File: config.mk
export PLATFORM = sky130hd
export DESIGN_NAME = rank_assignment_flat
export DESIGN_NICKNAME = d
export VERILOG_FILES = /design/src/rtl/core/rnka_pkg.sv /design/src/rtl/core/rnka_in_if.sv /design/src/rtl/core/rnka_out_if.sv /design/src/rtl/core/rank_assignment.sv /design/src/rtl/core/rnka_ctrl.sv /design/src/rtl/core/rnka_dpath.sv /design/src/flat_wrapper.sv
export SDC_FILE = /design/constraint.sdc
export NUM_CORES = 2
export LEC_CHECK = 0
export BUFFER_PORTS_ARGS = -buffer_cell sky130_fd_sc_hd__buf_2
export CAP_MARGIN = 20
export CORE_MARGIN = 2
export CORE_UTILIZATION = 45
export CTS_BUF_LIST = sky130_fd_sc_hd__clkbuf_8
export DETAILED_ROUTE_END_ITERATION = 8
export SLEW_MARGIN = 20
export SYNTH_ARGS = -nofsm -noshare
export SYNTH_HDL_FRONTEND = slang
export SYNTH_HIERARCHICAL = 1
export SYNTH_SLANG_ARGS = --single-unit
File: constraint.sdc
create_clock -name clk -period 3.9 [get_ports clk]
set_clock_uncertainty 0.15 [all_clocks]
set_input_delay 1.17 -clock clk [delete_from_list [all_inputs] [get_ports clk]]
set_output_delay 1.17 -clock clk [all_outputs]
set_load 0.01 [all_outputs]
File: src/rtl/core/rnka_pkg.sv
// Shared constants and controller/datapath handshake types for rank assignment.
package rnka_pkg;

  localparam int CAPACITY = 64;
  localparam int ADDR_W   = $clog2(CAPACITY);
  localparam int CNT_W    = $clog2(CAPACITY + 1);
  localparam int DATA_W   = 32;
  localparam int POS_W    = 6;
  localparam int RANK_W   = 7;

  typedef enum logic [2:0] {
    S_IDLE = 3'b001,
    S_SCAN = 3'b010,
    S_EMIT = 3'b100
  } rnka_state_t;

  typedef struct packed {
    logic load;        // store the accepted word
    logic start_rank;  // final word accepted: begin ranking at position 0
    logic scan_en;     // walk the store and compare
    logic capture;     // latch the finished rank into the output register
    logic next_item;   // result taken, move to the next position
    logic finish;      // last result taken, empty the set
  } rnka_cmd_t;

  typedef struct packed {
    logic scan_done;   // all compares for the current position counted
    logic last_item;   // current position is the last stored one
  } rnka_sts_t;

endpackage

File: src/rtl/core/rnka_in_if.sv
// Input channel: one sample word per handshake.
interface rnka_in_if;
  logic                              valid;
  logic                              ready;
  logic signed [rnka_pkg::DATA_W-1:0] sample;
  logic                              final_sample;

  modport source (output valid, output sample, output final_sample, input ready);
  modport sink (input valid, input sample, input final_sample, output ready);
endinterface

File: src/rtl/core/rnka_out_if.sv
// Output channel: one ranked word per handshake.
interface rnka_out_if;
  logic                        valid;
  logic                        ready;
  logic [rnka_pkg::POS_W-1:0]  position;
  logic [rnka_pkg::RANK_W-1:0] rank;
  logic                        final_rank;
  logic                        overflowed;

  modport source (output valid, output position, output rank, output final_rank,
                  output overflowed, input ready);
  modport sink (input valid, input position, input rank, input final_rank,
                input overflowed, output ready);
endinterface

File: src/rtl/core/rank_assignment.sv
// Top level of the rank assignment block: controller, datapath and checks.
// Samples load at one word per cycle into a 64-entry store in arrival order;
// a word beyond capacity is dropped and the set is marked overflowed. The word
// flagged final_sample is stored like the rest and then the block ranks every
// stored value in storage order, emitting one word per value with its rank
// (1 plus the number of strictly smaller stored values; equal values share a
// rank). For each result the probe read port walks the whole store with one
// signed compare per cycle. No sample is accepted from the final word until the
// last result is taken, after which the set is empty. Right after reset the
// block is ready at once.
module rank_assignment (
  input logic        clk,
  input logic        rst,
  rnka_in_if.sink    samples,
  rnka_out_if.source results
);

  rnka_pkg::rnka_cmd_t cmd;
  rnka_pkg::rnka_sts_t sts;

  rnka_ctrl u_ctrl (
    .clk       (clk),
    .rst       (rst),
    .in_valid  (samples.valid),
    .in_final  (samples.final_sample),
    .in_ready  (samples.ready),
    .out_ready (results.ready),
    .out_valid (results.valid),
    .sts       (sts),
    .cmd       (cmd)
  );

  rnka_dpath u_dpath (
    .clk        (clk),
    .rst        (rst),
    .cmd        (cmd),
    .sts        (sts),
    .sample     (samples.sample),
    .position   (results.position),
    .rank       (results.rank),
    .final_rank (results.final_rank),
    .overflowed (results.overflowed)
  );

  // Loading and emitting never overlap
  assert property (@(posedge clk) disable iff (rst) !(samples.ready && results.valid))
    else $error("input ready while a result is shown");

  // A shown rank is always in range
  assert property (@(posedge clk) disable iff (rst)
      results.valid |-> (results.rank != '0) &&
                        (results.rank <= rnka_pkg::RANK_W'(rnka_pkg::CAPACITY)))
    else $error("rank out of range");

  // Taking the last result reopens the input
  assert property (@(posedge clk) disable iff (rst)
      results.valid && results.ready && results.final_rank |=> samples.ready)
    else $error("input not ready after last result");

  // A final sample starts ranking, so input closes next cycle
  assert property (@(posedge clk) disable iff (rst)
      samples.valid && samples.ready && samples.final_sample |=> !samples.ready)
    else $error("input still open after final sample");

endmodule

File: src/rtl/core/rnka_ctrl.sv
// Controller state machine: load, scan the store, emit one word per position.
module rnka_ctrl (
  input  logic                clk,
  input  logic                rst,
  input  logic                in_valid,
  input  logic                in_final,
  output logic                in_ready,
  input  logic                out_ready,
  output logic                out_valid,
  input  rnka_pkg::rnka_sts_t sts,
  output rnka_pkg::rnka_cmd_t cmd
);

  rnka_pkg::rnka_state_t state;
  rnka_pkg::rnka_state_t state_next;
  logic                  out_take;

  assign in_ready  = (state == rnka_pkg::S_IDLE);
  assign out_valid = (state == rnka_pkg::S_EMIT);
  assign out_take  = out_valid && out_ready;

  // Decode commands for the datapath
  always_comb begin
    cmd            = '0;
    cmd.load       = in_ready && in_valid;
    cmd.start_rank = in_ready && in_valid && in_final;
    cmd.scan_en    = (state == rnka_pkg::S_SCAN);
    cmd.capture    = (state == rnka_pkg::S_SCAN) && sts.scan_done;
    cmd.next_item  = out_take && !sts.last_item;
    cmd.finish     = out_take && sts.last_item;
  end

  // Advance the state
  always_comb begin
    state_next = state;
    case (state)
      rnka_pkg::S_IDLE: begin
        if (in_valid && in_final) state_next = rnka_pkg::S_SCAN;
      end
      rnka_pkg::S_SCAN: begin
        if (sts.scan_done) state_next = rnka_pkg::S_EMIT;
      end
      rnka_pkg::S_EMIT: begin
        if (out_take) state_next = sts.last_item ? rnka_pkg::S_IDLE : rnka_pkg::S_SCAN;
      end
      default: state_next = rnka_pkg::S_IDLE;
    endcase
  end

  always_ff @(posedge clk) begin
    if (rst) begin
      state <= rnka_pkg::S_IDLE;
    end else begin
      state <= state_next;
    end
  end

endmodule

File: src/rtl/core/rnka_dpath.sv
// Datapath: value store, compare counter and output register.
module rnka_dpath (
  input  logic                                clk,
  input  logic                                rst,
  input  rnka_pkg::rnka_cmd_t                 cmd,
  output rnka_pkg::rnka_sts_t                 sts,
  input  logic signed [rnka_pkg::DATA_W-1:0]  sample,
  output logic [rnka_pkg::POS_W-1:0]          position,
  output logic [rnka_pkg::RANK_W-1:0]         rank,
  output logic                                final_rank,
  output logic                                overflowed
);

  logic signed [rnka_pkg::DATA_W-1:0] mem [rnka_pkg::CAPACITY];
  logic signed [rnka_pkg::DATA_W-1:0] pivot;
  logic signed [rnka_pkg::DATA_W-1:0] probe;
  logic [rnka_pkg::CNT_W-1:0]         count;
  logic                               overflow_flag;
  logic [rnka_pkg::ADDR_W-1:0]        cur;
  logic [rnka_pkg::CNT_W-1:0]         scan;
  logic                               cmp_valid;
  logic [rnka_pkg::CNT_W-1:0]         smaller;
  logic                               issue;
  logic                               has_room;
  logic                               last_item;

  assign has_room  = (count < rnka_pkg::CNT_W'(rnka_pkg::CAPACITY));
  assign issue     = cmd.scan_en && (scan < count);
  assign last_item = ((rnka_pkg::CNT_W'(cur) + rnka_pkg::CNT_W'(1)) == count);

  assign sts.scan_done = cmd.scan_en && (scan == count) && !cmp_valid;
  assign sts.last_item = last_item;

  // Store writes and the two registered read ports
  always_ff @(posedge clk) begin
    if (cmd.load && has_room) begin
      mem[count[rnka_pkg::ADDR_W-1:0]] <= sample;
    end
    pivot <= mem[cur];
    probe <= mem[scan[rnka_pkg::ADDR_W-1:0]];
  end

  // Fill count and overflow flag
  always_ff @(posedge clk) begin
    if (rst || cmd.finish) begin
      count         <= '0;
      overflow_flag <= 1'b0;
    end else if (cmd.load) begin
      if (has_room) begin
        count <= count + rnka_pkg::CNT_W'(1);
      end else begin
        overflow_flag <= 1'b1;
      end
    end
  end

  // Walk the store and count strictly smaller values
  always_ff @(posedge clk) begin
    if (rst) begin
      cur       <= '0;
      scan      <= '0;
      cmp_valid <= 1'b0;
      smaller   <= '0;
    end else if (cmd.start_rank || cmd.next_item) begin
      cur       <= cmd.start_rank ? '0 : cur + rnka_pkg::ADDR_W'(1);
      scan      <= '0;
      cmp_valid <= 1'b0;
      smaller   <= '0;
    end else begin
      cmp_valid <= issue;
      if (issue) begin
        scan <= scan + rnka_pkg::CNT_W'(1);
      end
      if (cmp_valid && (probe < pivot)) begin
        smaller <= smaller + rnka_pkg::CNT_W'(1);
      end
    end
  end

  // Hold the finished word until it is taken
  always_ff @(posedge clk) begin
    if (cmd.capture) begin
      position   <= rnka_pkg::POS_W'(cur);
      rank       <= rnka_pkg::RANK_W'(smaller) + rnka_pkg::RANK_W'(1);
      final_rank <= last_item;
      overflowed <= overflow_flag;
    end
  end

endmodule

File: src/flat_wrapper.sv
// flat-port wrapper written by rule: the top's interface ports become plain ports
module rank_assignment_flat 
  (clk, rst, samples_valid, samples_sample, samples_final_sample, samples_ready, results_valid, results_position, results_rank, results_final_rank, results_overflowed, results_ready);
  rnka_in_if samples_i ();
  rnka_out_if results_i ();
  input logic clk;
  input logic rst;
  input wire logic [$bits(samples_i.valid)-1:0] samples_valid;
  input wire logic [$bits(samples_i.sample)-1:0] samples_sample;
  input wire logic [$bits(samples_i.final_sample)-1:0] samples_final_sample;
  output wire logic [$bits(samples_i.ready)-1:0] samples_ready;
  output wire logic [$bits(results_i.valid)-1:0] results_valid;
  output wire logic [$bits(results_i.position)-1:0] results_position;
  output wire logic [$bits(results_i.rank)-1:0] results_rank;
  output wire logic [$bits(results_i.final_rank)-1:0] results_final_rank;
  output wire logic [$bits(results_i.overflowed)-1:0] results_overflowed;
  input wire logic [$bits(results_i.ready)-1:0] results_ready;
  assign samples_i.valid = samples_valid;
  assign samples_i.sample = samples_sample;
  assign samples_i.final_sample = samples_final_sample;
  assign samples_ready = samples_i.ready;
  assign results_valid = results_i.valid;
  assign results_position = results_i.position;
  assign results_rank = results_i.rank;
  assign results_final_rank = results_i.final_rank;
  assign results_overflowed = results_i.overflowed;
  assign results_i.ready = results_ready;
  rank_assignment u_core (.clk(clk), .rst(rst), .samples(samples_i), .results(results_i));
endmodule
==> flow_summary.json <==
{
  "finalHoldViolations": 0,
  "grt_use_total_pct": 27.3,
  "clk_pin_slew_ns": 0.06,
  "fin_crit_period_ns": 3.57,
  "synth_top_area_share_pct": 63.1,
  "root_buffer": "sky130_fd_sc_hd__clkbuf_8",
  "leakage_nw": 33.4,
  "detail-route-antenna-nets": 0,
  "rr_worst_depth": 5,
  "critical_path.max_fanout": 9,
  "mean_instance_size_in_the_synthesized_netlist_sq_um": 22.5,
  "vias": 52600,
  "transition_time_at_the_pin_with_the_least_slew_margin_ns": 1.07,
  "grt_overflow": 0,
  "final.period_utilization_pct": 91.6,
  "cts_hold_repair.buffers": 0,
  "ys_types": 51,
  "worstSetupStartpoint": "u_core/u_ctrl/state[2]",
  "crit_path_start_kind": "flop",
  "cp_data_arrival_time_ns": 2.25,
  "timing.critical_path.max_delay_family": "flip-flops",
  "finalSetupViolCount": 0,
  "dr.first_iter.drc_count": 7164,
  "setup_total_negative_slack_ns": 0,
  "postSynthRegisterBits": 2159,
  "post_synth_inst_count": 4357,
  "die_area_sq_um": 222000,
  "hold_class": "in -> reg",
  "stage_delay_of_the_slowest_cell_on_the_critical_path_ns": 0.48,
  "synth_enable_flop_cells": 2063,
  "first_global_vias": 53800,
  "timing.critical_path.slowest_stage_cell": "sky130_fd_sc_hd__dfxtp_1",
  "effective_utilization_at_floorplan_pct": 45.3,
  "final_layout_size_suffix_gt1_share_pct": 44.0,
  "placement.io_buffers": 53,
  "fin_hold_ws_ns": 0.164,
  "grt_start_max_net_pins": 98,
  "wire_per_inst_um": 37.9,
  "num_rows": 171,
  "post_synthesis_async_set_or_reset_flop_share_pct": 0,
  "vias_per_cell": 6.64,
  "top_level_ports": 54,
  "worst_slew_margin_rel_pct": 28.4,
  "cap_viol_max_count": 0,
  "insertion_delay_ns": 1.10,
  "r2r_setup_slack_ns": 0.44,
  "crit_required_ns": 2.58,
  "power-per-cell-area_nw_per_um2": 417,
  "setup.worst_path.end_class": "output port",
  "timing.critical_path.depth": 2,
  "ir_drop_uv": 382,
  "layout-area-overhead-vs-synth_pct": 14.3,
  "numClockSinks": 2159,
  "yosys_most_used_dff": "sky130_fd_sc_hd__edfxtp_1",
  "total_wirelength_of_the_detailed_routed_design_mm": 301,
  "finalNonFillerCells": 7931,
  "synth.most_common_cell": "sky130_fd_sc_hd__edfxtp_1",
  "yosys_warnings": 6,
  "cts_resized": 0,
  "critical_path_end": "results_valid",
  "critical_path.reg2reg.startpoint": "u_core/u_dpath/scan[1]",
  "final_core_util_pct": 51.7,
  "number_of_nets_at_the_end_of_the_flow": 4889,
  "slew_violations": 0,
  "cp_cell_sequence": "nor3b_1 -> buf_2",
  "die_height_um": 471,
  "grt_pass1_wl_mm": 424,
  "worst-setup-path-type": "reg -> out",
  "status": "completed",
  "grt_antenna_before_repair": 14,
  "globalplace.congestion": 0.844,
  "max_h_tree_level": 5,
  "dpl.hpwl_mm": 190,
  "synth_commonest_cells": "sky130_fd_sc_hd__edfxtp_1 (2,063), sky130_fd_sc_hd__mux4_2 (1,295), sky130_fd_sc_hd__clkbuf_1 (166), sky130_fd_sc_hd__buf_2 (118), sky130_fd_sc_hd__dfxtp_1 (96)",
  "coreArea_sq_um": 217000,
  "synth-seq-area-share_pct": 65.0,
  "syn-cell-area_sq_um": 98200,
  "dominant_cells_by_area_after_synthesis": "sky130_fd_sc_hd__edfxtp_1 (63%), sky130_fd_sc_hd__mux4_2 (30%), sky130_fd_sc_hd__dfxtp_1 (2.0%), sky130_fd_sc_hd__clkbuf_1 (0.63%), sky130_fd_sc_hd__buf_2 (0.60%)",
  "postCtsSetupBuffers": 0,
  "worst-path-buf-inv": 1,
  "post-place-cells": 7288,
  "synth_top_cell_by_area": "sky130_fd_sc_hd__edfxtp_1",
  "regToRegEndpoint": "u_core/u_dpath/probe[11]",
  "fmax_mhz": 280,
  "max-clock-path-buffers": 4,
  "tritoncts": "done",
  "cts-buffers-inserted": 373,
  "drc": 0,
  "chipWidth_um": 471,
  "post_synthesis_net_count": 4436,
  "rsz0062_at_grt": "false",
  "dr.pass1.iters": 7
}
==> worst register-to-register path, stage by stage (launching register included) <==
cell                      delay, ns
sky130_fd_sc_hd__dfxtp_4       1.02
sky130_fd_sc_hd__buf_12        0.36
sky130_fd_sc_hd__buf_12        0.26
sky130_fd_sc_hd__mux4_2        0.38
sky130_fd_sc_hd__mux4_2        0.57
sky130_fd_sc_hd__mux4_2        0.54
==> per-layer routing <==
| metal | vias to the layer above | track usage [%] | share of wire [%] |
|---|---|---|---|
| li1 | 20400 | - | - |
| met1 | 28800 | 38.5 | 40 |
| met2 | 2983 | 42.8 | 48 |
| met3 | 479 | 5.71 | 9.1 |
| met4 | 4 | 8.97 | 3.3 |
| met5 | - | 0 | 0.0090 |
==> final cells by class <==
type                    count  area, sq um
diodes                      4         10.0
clock buffers             389         5350
clock inverters           249         1280
fillers                 16900       105000
inverters                  43          161
multi-input cells        1825        33200
flip-flops and latches   2159        63900
well taps                2854         3570
repair buffers            408         4760
==> sequential cells by signal, indices dropped and copies added (netlist names) <==
register and flops:
u_core/u_dpath/position 6, u_core/u_dpath/overflow_flag 1, u_core/u_dpath/probe 32, u_core/u_ctrl/state 3, u_core/u_dpath/overflowed 1, u_core/u_dpath/smaller 7, u_core/u_dpath/mem 2048, u_core/u_dpath/count 7
u_core/u_dpath/final_rank 1, u_core/u_dpath/rank 7, u_core/u_dpath/scan 7, u_core/u_dpath/pivot 32, u_core/u_dpath/cmp_valid 1, u_core/u_dpath/cur 6
==> through the flow <==
step / area, sq um / setup slack (ns) / power (mW)
after floorplan: 98200 / -0.295 / 27.1
after CTS: 112000 / 0.196 / 47.1
after global placement: 106000 / 0.355 / 28.1
final: 112000 / 0.328 / 46.8
after detailed placement: 106000 / 0.383 / 28.1
after global routing: 112000 / 0.155 / 48.2
==> kinds of logic after synthesis <==
family,share of synthesized area (%)
AOI/OAI and AO/OA,1.07
xor gates and xnor gates,0.223
adders and majority gates,0.535
buffers and inverters,1.63
DFF,65.0
muxes,30.2
and+or+nand+nor,1.28
==> how the worst min path moves through the flow <==
stage | end | startpoint | cells after the start | slack, ns
2_1_floorplan | u_core/u_dpath/overflowed | u_core/u_dpath/overflow_flag | 0 | 0.26
3_3_place_gp | u_core/u_dpath/overflowed | u_core/u_dpath/overflow_flag | 0 | 0.28
3_5_place_dp | u_core/u_dpath/overflowed | u_core/u_dpath/overflow_flag | 0 | 0.27
4_1_cts | u_core/u_ctrl/state[2] | rst | 2 | 0.06
5_1_grt | u_core/u_ctrl/state[2] | rst | 2 | 0.13
6_report | u_core/u_ctrl/state[2] | rst | 2 | 0.16
==> placed cells by master (no fill, tap or decap), types with 27 or more instances in the layout <==
cell type / synthesis / final
sky130_fd_sc_hd__edfxtp_1: 2063 / 2063
sky130_fd_sc_hd__mux4_2: 1295 / 1295
sky130_fd_sc_hd__clkbuf_8: 0 / 389
sky130_fd_sc_hd__buf_4: 6 / 212
sky130_fd_sc_hd__inv_1: 43 / 148
sky130_fd_sc_hd__buf_12: 0 / 144
sky130_fd_sc_hd__clkinv_1: 0 / 86
sky130_fd_sc_hd__dfxtp_1: 96 / 84
sky130_fd_sc_hd__a211oi_1: 66 / 66
sky130_fd_sc_hd__nor2_4: 0 / 64
sky130_fd_sc_hd__a21oi_1: 61 / 61
sky130_fd_sc_hd__buf_2: 118 / 51
sky130_fd_sc_hd__mux2i_1: 50 / 50
sky130_fd_sc_hd__nor2b_1: 44 / 44
sky130_fd_sc_hd__clkinv_2: 0 / 42
sky130_fd_sc_hd__ha_1: 42 / 42
sky130_fd_sc_hd__nand2_1: 28 / 28
sky130_fd_sc_hd__nor2_1: 91 / 27
==> power by group <==
group / leakage [nW] / switching [mW] / total [mW] / internal [mW]
sequential: 19.4 / 0.143 / 25.8 / 25.6
clock: 3.81 / 9.31 / 19.1 / 9.82
combinational: 10.2 / 1.15 / 1.87 / 0.726
Power figures use the tool's default switching activity.
